<file path="config.mk">
export PLATFORM = sky130hd
export DESIGN_NAME = lane_center_deviation
export DESIGN_NICKNAME = d
export VERILOG_FILES = /design/src/rtl/core/lcdev_pkg.sv /design/src/rtl/core/lcdev_front.sv /design/src/rtl/core/lcdev_queue.sv /design/src/rtl/core/lcdev_back.sv /design/src/rtl/core/lane_center_deviation.sv
export SDC_FILE = /design/constraint.sdc
export NUM_CORES = 1
export LEC_CHECK = 0
export BUFFER_PORTS_ARGS = -buffer_cell sky130_fd_sc_hd__buf_2
export CORE_ASPECT_RATIO = 1.75
export CORE_UTILIZATION = 36
export DETAILED_ROUTE_END_ITERATION = 6
export GPL_TIMING_DRIVEN = 1
export PLACE_DENSITY = 0.61
export SYNTH_ARGS = -nofsm -noshare
export SYNTH_HDL_FRONTEND = slang
export SYNTH_SLANG_ARGS = --single-unit
</file>
<file path="constraint.sdc">
create_clock -name clk -period 11.65 [get_ports clk]
set_input_delay 0.5825 -clock clk [delete_from_list [all_inputs] [get_ports clk]]
set_output_delay 0.5825 -clock clk [all_outputs]
set_load 0.05 [all_outputs]
</file>
<file path="src/rtl/core/lcdev_pkg.sv">
package lcdev_pkg;

	localparam int HW_BITS = 8;
	localparam int SUM_W = 16;
	localparam int CENTER_MAX_W = 11;
	localparam int CNT_MAX_W = 9;
	localparam int STEP_W = $clog2(SUM_W + 1);
	localparam int CFG_IDX_W = 3;

	localparam logic [CFG_IDX_W-1:0] CFG_CENTER_REF = 3'd0;
	localparam logic [CFG_IDX_W-1:0] CFG_HALF_WIDTH_START = 3'd1;
	localparam logic [CFG_IDX_W-1:0] CFG_WINDOW_FIRST_ROW = 3'd2;
	localparam logic [CFG_IDX_W-1:0] CFG_WINDOW_END_ROW = 3'd3;
	localparam logic [CFG_IDX_W-1:0] CFG_CLAMP_LIMIT = 3'd4;

	localparam logic [7:0] CENTER_REF_RST = 8'd98;
	localparam logic [7:0] HALF_WIDTH_RST = 8'd40;
	localparam logic [5:0] WINDOW_FIRST_RST = 6'd0;
	localparam logic [6:0] WINDOW_END_RST = 7'd45;
	localparam logic [7:0] CLAMP_LIMIT_RST = 8'd33;

	typedef struct packed {
		logic [7:0] center_ref;
		logic [7:0] half_width_start;
		logic [5:0] window_first_row;
		logic [6:0] window_end_row;
		logic [7:0] clamp_limit;
	} cfg_t;

	// one row record between front and back
	typedef struct packed {
		logic [CENTER_MAX_W-1:0] center;
		logic invalid;
		logic last;
		logic signed [SUM_W-1:0] sum;
		logic [CNT_MAX_W-1:0] count;
	} row_rec_t;

	typedef enum logic [1:0] {
		B_IDLE,
		B_DIV,
		B_DONE
	} back_state_t;

endpackage

</file>
<file path="src/rtl/core/lcdev_front.sv">
module lcdev_front import lcdev_pkg::*; #(
	parameter int ROW_COUNT = 64,
	parameter int COL_BITS = 8
) (
	input logic clk,
	input logic arst_n,
	input logic in_valid,
	output logic in_ready,
	input logic [5:0] row_index,
	input logic [COL_BITS-1:0] left_edge,
	input logic [COL_BITS-1:0] right_edge,
	input logic left_lost,
	input logic right_lost,
	input logic row_invalid_in,
	input logic last_row,
	input cfg_t cfg,
	input logic q_full,
	output logic push,
	output row_rec_t rec
);

	localparam int AW = ((COL_BITS > HW_BITS) ? COL_BITS : HW_BITS) + 1;
	localparam int CNT_W = $clog2(ROW_COUNT + 1);

	logic [HW_BITS-1:0] half_width_q;
	logic signed [SUM_W-1:0] sum_q;
	logic [CNT_W-1:0] count_q;

	logic [AW-1:0] left_x, right_x, hw_x, center, diff;
	logic [HW_BITS-1:0] hw_new;
	logic invalid, hw_upd, in_win, counts;
	logic signed [SUM_W:0] total;
	logic signed [SUM_W-1:0] sum_sat;

	assign left_x = AW'(left_edge);
	assign right_x = AW'(right_edge);
	assign hw_x = AW'(half_width_q);
	assign diff = left_x - right_x;
	assign hw_new = (left_x > right_x) ? diff[HW_BITS:1] : '0;

	always_comb begin
		center = '0;
		invalid = row_invalid_in;
		hw_upd = 1'b0;
		if (!left_lost && right_lost) begin
			if (left_x > hw_x)
				center = left_x - hw_x;
			else
				invalid = 1'b1;
		end else if (left_lost && !right_lost) begin
			if (right_x > hw_x)
				center = right_x + hw_x;
			else
				invalid = 1'b1;
		end else begin
			center = (left_x + right_x) >> 1;
			hw_upd = 1'b1;
		end
	end

	assign in_win = (row_index >= cfg.window_first_row) &&
		({1'b0, row_index} < cfg.window_end_row);
	assign counts = !invalid && !last_row && in_win;

	always_comb begin
		total = {sum_q[SUM_W-1], sum_q} + $signed((SUM_W+1)'(center))
			- $signed((SUM_W+1)'(cfg.center_ref));
		if (total > $signed((SUM_W+1)'(2**(SUM_W-1) - 1)))
			sum_sat = {1'b0, {(SUM_W-1){1'b1}}};
		else if (total < -$signed((SUM_W+1)'(2**(SUM_W-1))))
			sum_sat = {1'b1, {(SUM_W-1){1'b0}}};
		else
			sum_sat = total[SUM_W-1:0];
	end

	assign in_ready = !q_full;
	assign push = in_valid && !q_full;

	always_comb begin
		rec.center = CENTER_MAX_W'(center);
		rec.invalid = invalid;
		rec.last = last_row;
		rec.sum = sum_q;
		rec.count = CNT_MAX_W'(count_q);
	end

	always_ff @(posedge clk or negedge arst_n) begin
		if (!arst_n) begin
			half_width_q <= HALF_WIDTH_RST;
			sum_q <= '0;
			count_q <= '0;
		end else if (push) begin
			if (last_row) begin
				half_width_q <= cfg.half_width_start;
				sum_q <= '0;
				count_q <= '0;
			end else begin
				if (hw_upd)
					half_width_q <= hw_new;
				if (counts) begin
					sum_q <= sum_sat;
					if (count_q < CNT_W'(ROW_COUNT))
						count_q <= count_q + 1'b1;
				end
			end
		end
	end

endmodule

</file>
<file path="src/rtl/core/lcdev_queue.sv">
module lcdev_queue import lcdev_pkg::*; #(
	parameter int DEPTH = 4
) (
	input logic clk,
	input logic arst_n,
	input logic push,
	input row_rec_t rec_in,
	output logic full,
	input logic pop,
	output logic head_valid,
	output row_rec_t head
);

	localparam int PW = (DEPTH > 1) ? $clog2(DEPTH) : 1;
	localparam int CW = $clog2(DEPTH + 1);

	row_rec_t mem_q [DEPTH];
	logic [PW-1:0] wr_ptr_q, rd_ptr_q;
	logic [CW-1:0] fill_q;

	assign full = (fill_q == CW'(DEPTH));
	assign head_valid = (fill_q != '0);
	assign head = mem_q[rd_ptr_q];

	always_ff @(posedge clk) begin
		if (push)
			mem_q[wr_ptr_q] <= rec_in;
	end

	always_ff @(posedge clk or negedge arst_n) begin
		if (!arst_n) begin
			wr_ptr_q <= '0;
			rd_ptr_q <= '0;
			fill_q <= '0;
		end else begin
			if (push)
				wr_ptr_q <= (wr_ptr_q == PW'(DEPTH - 1)) ? '0 : wr_ptr_q + 1'b1;
			if (pop)
				rd_ptr_q <= (rd_ptr_q == PW'(DEPTH - 1)) ? '0 : rd_ptr_q + 1'b1;
			if (push && !pop)
				fill_q <= fill_q + 1'b1;
			else if (pop && !push)
				fill_q <= fill_q - 1'b1;
		end
	end

	assert property (@(posedge clk) disable iff (!arst_n) pop |-> head_valid)
		else $error("queue popped while empty");
	assert property (@(posedge clk) disable iff (!arst_n) push |-> !full)
		else $error("queue pushed while full");
	assert property (@(posedge clk) disable iff (!arst_n)
		(push && !pop) |=> fill_q == $past(fill_q) + 1'b1)
		else $error("queue fill count lost a push");

endmodule

</file>
<file path="src/rtl/core/lcdev_back.sv">
module lcdev_back import lcdev_pkg::*; #(
	parameter int COL_BITS = 8
) (
	input logic clk,
	input logic arst_n,
	input logic head_valid,
	input row_rec_t head,
	output logic pop,
	input logic [7:0] clamp_limit,
	output logic out_valid,
	input logic out_ready,
	output logic [COL_BITS:0] center_col,
	output logic row_invalid_out,
	output logic signed [8:0] mean_deviation,
	output logic deviation_valid,
	output logic no_valid_rows
);

	back_state_t state_q, state_d;

	logic [STEP_W-1:0] step_q;
	logic [SUM_W-1:0] quo_q;
	logic [CNT_MAX_W-1:0] rem_q, divisor_q;
	logic neg_q;
	logic [COL_BITS:0] ctr_hold_q;
	logic inv_hold_q;

	logic out_valid_q;
	logic [COL_BITS:0] center_q;
	logic invalid_q, dev_valid_q, none_q;
	logic signed [8:0] mean_q;

	logic can_load, needs_div, load_now, load_div, start_div, div_step;
	logic [CNT_MAX_W:0] trial;
	logic take;
	logic [SUM_W-1:0] sum_abs;
	logic [SUM_W-1:0] mag;
	logic [8:0] mag9;

	assign can_load = !out_valid_q || out_ready;
	assign needs_div = head.last && (head.count != '0);
	assign sum_abs = head.sum[SUM_W-1] ? SUM_W'(-head.sum) : SUM_W'(head.sum);

	always_comb begin
		state_d = state_q;
		case (state_q)
			B_IDLE: if (head_valid && can_load && needs_div) state_d = B_DIV;
			B_DIV: if (step_q == STEP_W'(1)) state_d = B_DONE;
			B_DONE: if (can_load) state_d = B_IDLE;
			default: state_d = B_IDLE;
		endcase
	end

	always_comb begin
		pop = 1'b0;
		load_now = 1'b0;
		load_div = 1'b0;
		start_div = 1'b0;
		div_step = 1'b0;
		case (state_q)
			B_IDLE: begin
				pop = head_valid && can_load;
				start_div = pop && needs_div;
				load_now = pop && !needs_div;
			end
			B_DIV: div_step = 1'b1;
			B_DONE: load_div = can_load;
			default: ;
		endcase
	end

	// restoring division, one quotient bit per cycle
	assign trial = {rem_q, quo_q[SUM_W-1]};
	assign take = trial >= {1'b0, divisor_q};

	assign mag = (quo_q > SUM_W'(clamp_limit)) ? SUM_W'(clamp_limit) : quo_q;
	assign mag9 = mag[8:0];

	always_ff @(posedge clk) begin
		if (start_div) begin
			quo_q <= sum_abs;
			rem_q <= '0;
			divisor_q <= head.count;
			neg_q <= head.sum[SUM_W-1];
			ctr_hold_q <= head.center[COL_BITS:0];
			inv_hold_q <= head.invalid;
		end else if (div_step) begin
			rem_q <= take ? CNT_MAX_W'(trial - {1'b0, divisor_q}) : trial[CNT_MAX_W-1:0];
			quo_q <= {quo_q[SUM_W-2:0], take};
		end
		if (load_now) begin
			center_q <= head.center[COL_BITS:0];
			invalid_q <= head.invalid;
			mean_q <= '0;
			dev_valid_q <= head.last;
			none_q <= head.last;
		end else if (load_div) begin
			center_q <= ctr_hold_q;
			invalid_q <= inv_hold_q;
			mean_q <= neg_q ? -$signed(mag9) : $signed(mag9);
			dev_valid_q <= 1'b1;
			none_q <= 1'b0;
		end
	end

	always_ff @(posedge clk or negedge arst_n) begin
		if (!arst_n) begin
			state_q <= B_IDLE;
			step_q <= '0;
			out_valid_q <= 1'b0;
		end else begin
			state_q <= state_d;
			if (start_div)
				step_q <= STEP_W'(SUM_W);
			else if (div_step)
				step_q <= step_q - 1'b1;
			if (load_now || load_div)
				out_valid_q <= 1'b1;
			else if (out_ready)
				out_valid_q <= 1'b0;
		end
	end

	assign out_valid = out_valid_q;
	assign center_col = center_q;
	assign row_invalid_out = invalid_q;
	assign mean_deviation = mean_q;
	assign deviation_valid = dev_valid_q;
	assign no_valid_rows = none_q;

	assert property (@(posedge clk) disable iff (!arst_n)
		state_q == B_DIV |-> step_q != '0)
		else $error("divider running with no steps left");
	assert property (@(posedge clk) disable iff (!arst_n)
		pop |-> state_q == B_IDLE)
		else $error("row taken while divider busy");
	assert property (@(posedge clk) disable iff (!arst_n)
		(out_valid_q && none_q) |-> (dev_valid_q && mean_q == '0))
		else $error("empty frame result carries a mean");

endmodule

</file>
<file path="src/rtl/core/lane_center_deviation.sv">
// channel | direction | handshake             | payload
// in      | input     | in_valid / in_ready   | row_index .. last_row
// out     | output    | out_valid / out_ready | center_col .. no_valid_rows
// cfg     | input     | cfg_valid / cfg_ready | cfg_index, cfg_data
//
// One row per cycle enters when in_ready; half width, sum and count update as it is taken.
// A row that is not a frame end is registered in the queue, then in the output register.
// A frame end with counted rows goes through the restoring divider (B_DIV, then B_DONE).
// The queue of QUEUE_DEPTH rows lets input keep flowing during a division or an out stall.
// Reset is asynchronous; registers take their listed reset values, queue and output empty.
module lane_center_deviation import lcdev_pkg::*; #(
	parameter int ROW_COUNT = 64,
	parameter int COL_BITS = 8,
	parameter int QUEUE_DEPTH = 4
) (
	input logic clk,
	input logic arst_n,
	input logic in_valid,
	output logic in_ready,
	input logic [5:0] row_index,
	input logic [COL_BITS-1:0] left_edge,
	input logic [COL_BITS-1:0] right_edge,
	input logic left_lost,
	input logic right_lost,
	input logic row_invalid_in,
	input logic last_row,
	output logic out_valid,
	input logic out_ready,
	output logic [COL_BITS:0] center_col,
	output logic row_invalid_out,
	output logic signed [8:0] mean_deviation,
	output logic deviation_valid,
	output logic no_valid_rows,
	input logic cfg_valid,
	output logic cfg_ready,
	input logic [CFG_IDX_W-1:0] cfg_index,
	input logic [7:0] cfg_data
);

	cfg_t cfg_q;
	logic q_full, push, pop, head_valid;
	row_rec_t rec, head;

	assign cfg_ready = 1'b1;

	always_ff @(posedge clk or negedge arst_n) begin
		if (!arst_n) begin
			cfg_q.center_ref <= CENTER_REF_RST;
			cfg_q.half_width_start <= HALF_WIDTH_RST;
			cfg_q.window_first_row <= WINDOW_FIRST_RST;
			cfg_q.window_end_row <= WINDOW_END_RST;
			cfg_q.clamp_limit <= CLAMP_LIMIT_RST;
		end else if (cfg_valid) begin
			case (cfg_index)
				CFG_CENTER_REF: cfg_q.center_ref <= cfg_data;
				CFG_HALF_WIDTH_START: cfg_q.half_width_start <= cfg_data;
				CFG_WINDOW_FIRST_ROW: cfg_q.window_first_row <= cfg_data[5:0];
				CFG_WINDOW_END_ROW: cfg_q.window_end_row <= cfg_data[6:0];
				CFG_CLAMP_LIMIT: cfg_q.clamp_limit <= cfg_data;
				default: ;
			endcase
		end
	end

	lcdev_front #(
		.ROW_COUNT(ROW_COUNT),
		.COL_BITS(COL_BITS)
	) u_front (
		.clk(clk),
		.arst_n(arst_n),
		.in_valid(in_valid),
		.in_ready(in_ready),
		.row_index(row_index),
		.left_edge(left_edge),
		.right_edge(right_edge),
		.left_lost(left_lost),
		.right_lost(right_lost),
		.row_invalid_in(row_invalid_in),
		.last_row(last_row),
		.cfg(cfg_q),
		.q_full(q_full),
		.push(push),
		.rec(rec)
	);

	lcdev_queue #(
		.DEPTH(QUEUE_DEPTH)
	) u_queue (
		.clk(clk),
		.arst_n(arst_n),
		.push(push),
		.rec_in(rec),
		.full(q_full),
		.pop(pop),
		.head_valid(head_valid),
		.head(head)
	);

	lcdev_back #(
		.COL_BITS(COL_BITS)
	) u_back (
		.clk(clk),
		.arst_n(arst_n),
		.head_valid(head_valid),
		.head(head),
		.pop(pop),
		.clamp_limit(cfg_q.clamp_limit),
		.out_valid(out_valid),
		.out_ready(out_ready),
		.center_col(center_col),
		.row_invalid_out(row_invalid_out),
		.mean_deviation(mean_deviation),
		.deviation_valid(deviation_valid),
		.no_valid_rows(no_valid_rows)
	);

endmodule

</file>
==> results of run 1 <==
## final cells by class
class | count | area [um2]
tap | 550 | 688
inverter | 103 | 387
fill | 3867 | 24000
sequential | 283 | 7920
multi-input combinational | 793 | 6560
clock inverter | 13 | 176
clock buffer | 35 | 726
timing repair buffer | 81 | 453
## through the flow
step / utilization (%) / instances / cell area [um2]
after floorplan: - / 1217 / 15000
after global placement: 39.1 / 1809 / 16000
after detailed placement: 39.1 / 1809 / 16000
after CTS: 41.3 / 1858 / 16900
after global routing: 41.3 / 1858 / 16900
final: 41.3 / 1858 / 16900
## synth_stat cells, drive strengths merged, types with 12 or more instances
| master | n |
|---|---|
| dfxtp | 18 |
| inv | 103 |
| a21oi | 65 |
| mux2 | 36 |
| o21ai | 71 |
| nand3 | 14 |
| fa | 14 |
| a221o | 15 |
| mux2i | 18 |
| ha | 97 |
| edfxtp | 182 |
| nor3 | 19 |
| nor2 | 60 |
| xnor2 | 29 |
| nand2b | 12 |
| o21a | 16 |
| mux4 | 34 |
| xor2 | 26 |
| o22ai | 14 |
| nand2 | 86 |
| dfstp | 13 |
| a21o | 19 |
| clkbuf | 24 |
| buf | 14 |
| dfrtp | 70 |
## worst min path at each step
stage | to | depth (start not counted)
after floorplan | cfg_q[12] | 0
after global placement | u_back.mean_deviation[8] | 2
after detailed placement | u_back.mean_deviation[8] | 2
after CTS | cfg_q[35] | 3
after global routing | cfg_q[35] | 3
final | cfg_q[35] | 3
## layer usage
metal  track usage [%]  share of wire, %
met3              1.40               2.2
met2              34.5                57
met4              10.3               6.0
met1              16.7                35
met5                 0                 0
## worst max-delay path: cells and delay by family, from the launching register on
kind / cells / cell delay, ps
fa+ha+maj: 3 / 1450
compound gates: 10 / 2940
buf+inv: 3 / 600
simple gates: 2 / 450
flops: 1 / 420
## sequential cells by signal, summed over array words and instances (netlist names), 5 cells and up
| register | cells |
|---|---|
| u_front.count_q | 7 |
| u_back.quo_q | 16 |
| cfg_q | 37 |
| u_back.ctr_hold_q | 9 |
| u_queue.mem_q | 136 |
| u_back.center_col | 9 |
| u_back.divisor_q | 7 |
| u_back.rem_q | 9 |
| u_back.step_q | 5 |
| u_front.sum_q | 16 |
| u_back.mean_deviation | 9 |
| u_front.half_width_q | 8 |
## kinds of logic (layout without fill, tap and decap cells)
family,count (synthesis),count (layout),synth area share (%)
flip-flops,283,283,52.7
AO/OA/AOI/OAI,279,279,12.6
AND/OR/NAND/NOR,259,259,8.55
buffers and inverters,141,232,3.77
adder cells (fa/ha/maj),111,111,9.95
multiplexers,88,88,9.17
XOR/XNOR,55,55,3.21
other,1,1,0.0250
## power by group through the flow
stage	clock network [mW]	logic (mW)	registers [mW]
6_report	0.903	2.09	1.65
5_1_grt	0.957	2.31	1.68
4_1_cts	0.925	2.11	1.65
3_5_place_dp	0	2.10	1.67
3_3_place_gp	0	2.08	1.66
2_1_floorplan	0	1.54	1.68
## what timing repair did
action                    CTS  global route
hold endpoints to repair   19             0
resized for setup           0             0
hold buffers                1             0
==> flow_summary.yaml, run 1 <==
pwr:
  power_frac_seq_pct: 35.6
  sw_frac_of_total_pct: 38.7
  p_sw_mw: 1.80
  p_leak_nw: 6.73
  intPower_mw: 2.84
  comb_power_share_pct: 45.0
  vdd_drop_max_v: 0.000149
  power_density_nw_per_um2: 274
  clockPowerShare_pct: 19.5
  power_mw: 4.64
flow_run:
  drv_cap: 0
sta:
  maxSlewHeadroom_pct: 26.1
  setup_tns_ps: 0
  worst_slew_pin_slew_ps: 1090
  finalClockSkew_ps: 13.4
  clock.fmax_ghz: 0.167
  finalHoldWorstSlack_ps: 323
  fin_crit_sh_pct: 51.5
  setup_viol: 0
  grt_setup_unrepaired: "false"
  final-max-slew-violation-count: 0
  fin_ws_ps: 5650
  hold_viol: 0
  min_period_ps: 6000
clock_network:
  cts_tree: "built"
  clock_latency_ps: 550
  cts_buffers: 26
  clk_pin_slew_ps: 70
  cts_setup_buffers: 0
  cts_num_sinks: 283
  clockBufferDepth: 3
  h-tree-depth: 1
  cts_root_buffer: "clkbuf_16"
worst_setup_path:
  reg2reg_from: "u_front.half_width_q[1]"
  slowest_stage: "fa_1"
  end_kind: "flop"
  crit_start: "u_front.half_width_q[1]"
  path_cells: "inv_1 -> ha_1 -> nor2b_1 -> o31ai_1 -> a21oi_1 -> o21ai_1 -> buf_4 -> o22ai_1 -> fa_1 -> fa_1 -> a211oi_1 -> nor2_1 -> o21ai_1 -> o21ai_0 -> a221oi_1 -> a211oi_1 -> buf_4 -> a221o_1"
  start_kind: "flop"
  cpPeakStageDelay_ps: 550
  crit_fanout: 15
  arrival_ps: 6420
  reg2regPathDepth: 18
  critical_path_class: "reg2reg"
  cp-endpoint: "u_front.sum_q[10]"
  ff2ff_setup_slack_ps: 5650
  required_ps: 12070
  worstReg2RegEnd: "u_front.sum_q[10]"
drt:
  dr.pass1.iters: 5
  num_vias: 9700
  routed_wl_um: 35700
  ant_nets: 0
  drc: 0
  drtIter0Drc: 486
  viasPerCell: 5.22
  drt-wirelength-per-cell_um: 19.2
layout:
  areaGrowthSynthToFinish_pct: 12.6
  finalNetCount: 1441
  final_common_cell: "edfxtp_1"
  mostFrequentLayoutCells: "182 x edfxtp_1, 103 x inv_1, 97 x ha_1"
  drive_gt1_share_pct: 17.2
  antenna_cells: 0
synthesis:
  syn_nets: 1370
  synthCells: 1217
  yosys.area.top_type_share_pct: 36.4
  synthTopCellsByArea: "edfxtp_1 36%, dfrtp_1 12%, ha_1 8.1%"
  avgSynthCellArea_um2: 12.3
  synth_cell_type_count: 80
  async_reset_ff_share_pct: 29.3
  synth_area_um2: 15000
  yosysTopAreaCell: "edfxtp_1"
  ys_seq_elements: 283
  yosysWarnings: 0
  synth_edf_count: 182
  yosysSeqAreaShare_pct: 52.7
  synth_flop_cell: "edfxtp_1"
die:
  die-area_um2: 42600
  pin_count: 66
  die_y_um: 272
  chipWidth_um: 156
  initial_core_util_pct: 36.7
  row_count: 98
  core_um2: 41000
grt:
  grt_use_total_pct: 17.3
  grt_pass1_vias: 10200
  grt_pass1_wl_um: 55700
  antenna_found_initial: 0
  grt_overflow_total: 0
  grt_max_degree: 63
outcome:
  status: "complete, no violations"
min_path:
  min-delay-start: "cfg_data[6]"
  hp-class: "in2reg"
placement:
  hpwl_um: 27000
  dp_slack_ps: 5570
  place.gp.congestion: 0.900
  portBuffers: 64
No activity file was read; power rests on OpenSTA's default activity.
==> run 2: changes to the inputs <==
--- a/config.mk
+++ b/config.mk
@@ -5,12 +5,13 @@
 export SDC_FILE = /design/constraint.sdc
 export NUM_CORES = 1
 export LEC_CHECK = 0
+export ABC_AREA = 1
 export BUFFER_PORTS_ARGS = -buffer_cell sky130_fd_sc_hd__buf_2
 export CORE_ASPECT_RATIO = 1.75
 export CORE_UTILIZATION = 36
 export DETAILED_ROUTE_END_ITERATION = 6
 export GPL_TIMING_DRIVEN = 1
-export PLACE_DENSITY = 0.61
+export PLACE_DENSITY = 0.63
 export SYNTH_ARGS = -nofsm -noshare
 export SYNTH_HDL_FRONTEND = slang
 export SYNTH_SLANG_ARGS = --single-unit
==> constraint.sdc (replaced) <==
create_clock -name clk -period 5.1 [get_ports clk]
set_input_delay 0.255 -clock clk [delete_from_list [all_inputs] [get_ports clk]]
set_output_delay 0.255 -clock clk [all_outputs]
set_load 0.05 [all_outputs]
==> flow_summary.yaml, run 2 <==
pwr:
  power_mw: 12.3
  vdd_drop_max_v: 0.000352
  p_leak_nw: 7.86
  power_density_nw_per_um2: 706
sta:
  fin_crit_sh_pct: 92.9
  grt_setup_unrepaired: "false"
  final-max-slew-violation-count: 0
  setup_viol: 0
  min_period_ps: 4740
  setup_tns_ps: 0
  fin_ws_ps: 361
  maxSlewHeadroom_pct: 35.0
  finalClockSkew_ps: 40.8
  hold_viol: 0
  clock.fmax_ghz: 0.211
  worst_slew_pin_slew_ps: 975
synthesis:
  avgSynthCellArea_um2: 9.27
  synth_flop_cell: "edfxtp_1"
  syn_nets: 1833
  synthCells: 1680
  yosys.area.top_type_share_pct: 35.1
  synth_compound_area_share_pct: 11.8
  synth_edf_count: 182
  synth_xor_area_share_pct: 2.98
  synth.most_common_cell: "nand2_1"
  async_reset_ff_share_pct: 29.3
  yosysSeqAreaShare_pct: 50.9
  yosysWarnings: 0
  synth_area_um2: 15600
  ys_seq_elements: 283
  yosys-mux-area-fraction_pct: 0
  yosysTopAreaCell: "edfxtp_1"
  synth_top_family_by_area: "simple AND/OR/NAND/NOR gates"
  synth_cell_type_count: 59
  synthTopCellsByArea: "edfxtp_1 35%, dfrtp_1 11%, nand2_1 9.6%"
  synth_common_cells: "400 x nand2_1, 212 x inv_1, 182 x edfxtp_1"
  synth-simple-area-share_pct: 17.4
  synthAdderAreaFrac_pct: 9.60
layout:
  finalNetCount: 1902
  final_common_cell: "nand2_1"
  drive_gt1_share_pct: 11.3
  reg.largest.list: "u_queue.mem_q: 136 flops, cfg_q: 37 flops"
  top_register: "u_queue.mem_q"
  antenna_cells: 0
  largest_register_ffs: 136
  areaGrowthSynthToFinish_pct: 12.3
  mostFrequentLayoutCells: "400 x nand2_1, 212 x inv_1, 182 x edfxtp_1"
min_path:
  hp-class: "in2reg"
  min-delay-start: "out_ready"
clock_network:
  cts_root_buffer: "clkbuf_16"
  clock_latency_ps: 580
  h-tree-depth: 1
  cts_num_sinks: 283
  cts_tree: "built"
  clk_pin_slew_ps: 80
  clockBufferDepth: 3
  cts_buffers: 27
grt:
  antenna_found_initial: 0
  grt_use_total_pct: 17.8
  grt_overflow_total: 0
  grt_pass1_wl_um: 62000
  grt_max_degree: 48
  grt_pass1_vias: 11900
worst_setup_path:
  arrival_ps: 5150
  end_kind: "flop"
  required_ps: 5510
  critical_path_class: "reg2reg"
  crit_start: "u_front.half_width_q[5]"
  reg2reg_from: "u_front.half_width_q[5]"
  start_kind: "flop"
  crit_fanout: 15
die:
  die-area_um2: 44100
  initial_core_util_pct: 36.6
  core_um2: 42500
  die_y_um: 277
  chipWidth_um: 159
  pin_count: 66
  row_count: 100
drt:
  ant_nets: 0
  drc: 0
  viasPerCell: 4.96
  num_vias: 11600
  drt-wirelength-per-cell_um: 16.6
  drtIter0Drc: 588
  dr.pass1.iters: 5
  routed_wl_um: 38700
placement:
  dp_slack_ps: 395
  hpwl_um: 29100
  place.gp.congestion: 0.963
  portBuffers: 64
flow_run:
  drv_cap: 0
outcome:
  status: "complete, no violations"
[run 2: area by class of cell]
class | instances | area [um2]
sequential | 283 | 7920
timing repair buffer | 86 | 515
inverter | 219 | 822
clock buffer | 37 | 806
clock inverter | 13 | 173
tap | 561 | 702
fill | 4225 | 25100
multi-input combinational | 1132 | 6540
[run 2: per-stage QoR]
| stage | cells | cell area, um2 | utilization [%] | hold WS (ps) |
|---|---|---|---|---|
| after floorplan | 1680 | 15600 | - | -40.6 |
| after global placement | 2280 | 16500 | 38.8 | 254 |
| after detailed placement | 2280 | 16500 | 38.8 | 264 |
| after CTS | 2331 | 17500 | 41.1 | 18.8 |
| after global routing | 2331 | 17500 | 41.1 | 62.5 |
| final | 2331 | 17500 | 41.1 | 24.1 |
[run 2: final timing paths]
check / end / slack [ps] / cells past startpoint
max reg2reg: u_front.sum_q[8] / 360 / 23
min reg2reg: u_back.mean_deviation[4] / 460 / 2
max in group asynchronous: u_front.count_q[3] / 3790 / 3
min in group asynchronous: cfg_q[17] / 190 / 2
min: u_back.out_valid / 20 / 4
max: u_front.sum_q[8] / 360 / 23
[run 2: repair_timing]
action,CTS,global route
setup endpoints to repair,0,6
buffers inserted,0,0
hold buffers,1,0
hold endpoints to repair,30,0
gates resized for setup,0,2
[run 2: layer usage]
layer	share of wire (%)	global-route usage [%]
met1	37	18.2
met2	55	35.1
met3	2.8	1.71
met4	5.2	9.64
met5	0	0
[run 2: kinds of logic after synthesis]
kind of cell             after synthesis
AO/OA/AOI/OAI                        325
XOR/XNOR                              53
adder cells (fa/ha/maj)              111
buffers and inverters                265
flip-flops                           283
other                                  1
AND/OR/NAND/NOR                      642
[run 2: power by group]
part           total, mW  internal [mW]  switching, mW
combinational       6.30           2.21           4.09
sequential          3.85           3.42          0.436
clock               2.19           1.28          0.918
total               12.3           6.90           5.44
[run 2: worst max-delay path: stages (launching register included)]
cell	delay [ps]
dfstp_2	540
inv_1	70
ha_1	360
inv_1	100
nor3_2	210
o21ai_1	90
a21boi_1	210
nand2_1	160
o22ai_1	150
nand2_1	60
o21ai_1	260
fa_1	560
fa_1	470
nand3_1	110
a31oi_1	90
nor2_1	170
o21bai_1	160
a21oi_1	280
inv_1	70
nand2_1	120
buf_12	140
nand2_1	50
nand2_1	50
o21ai_0	90
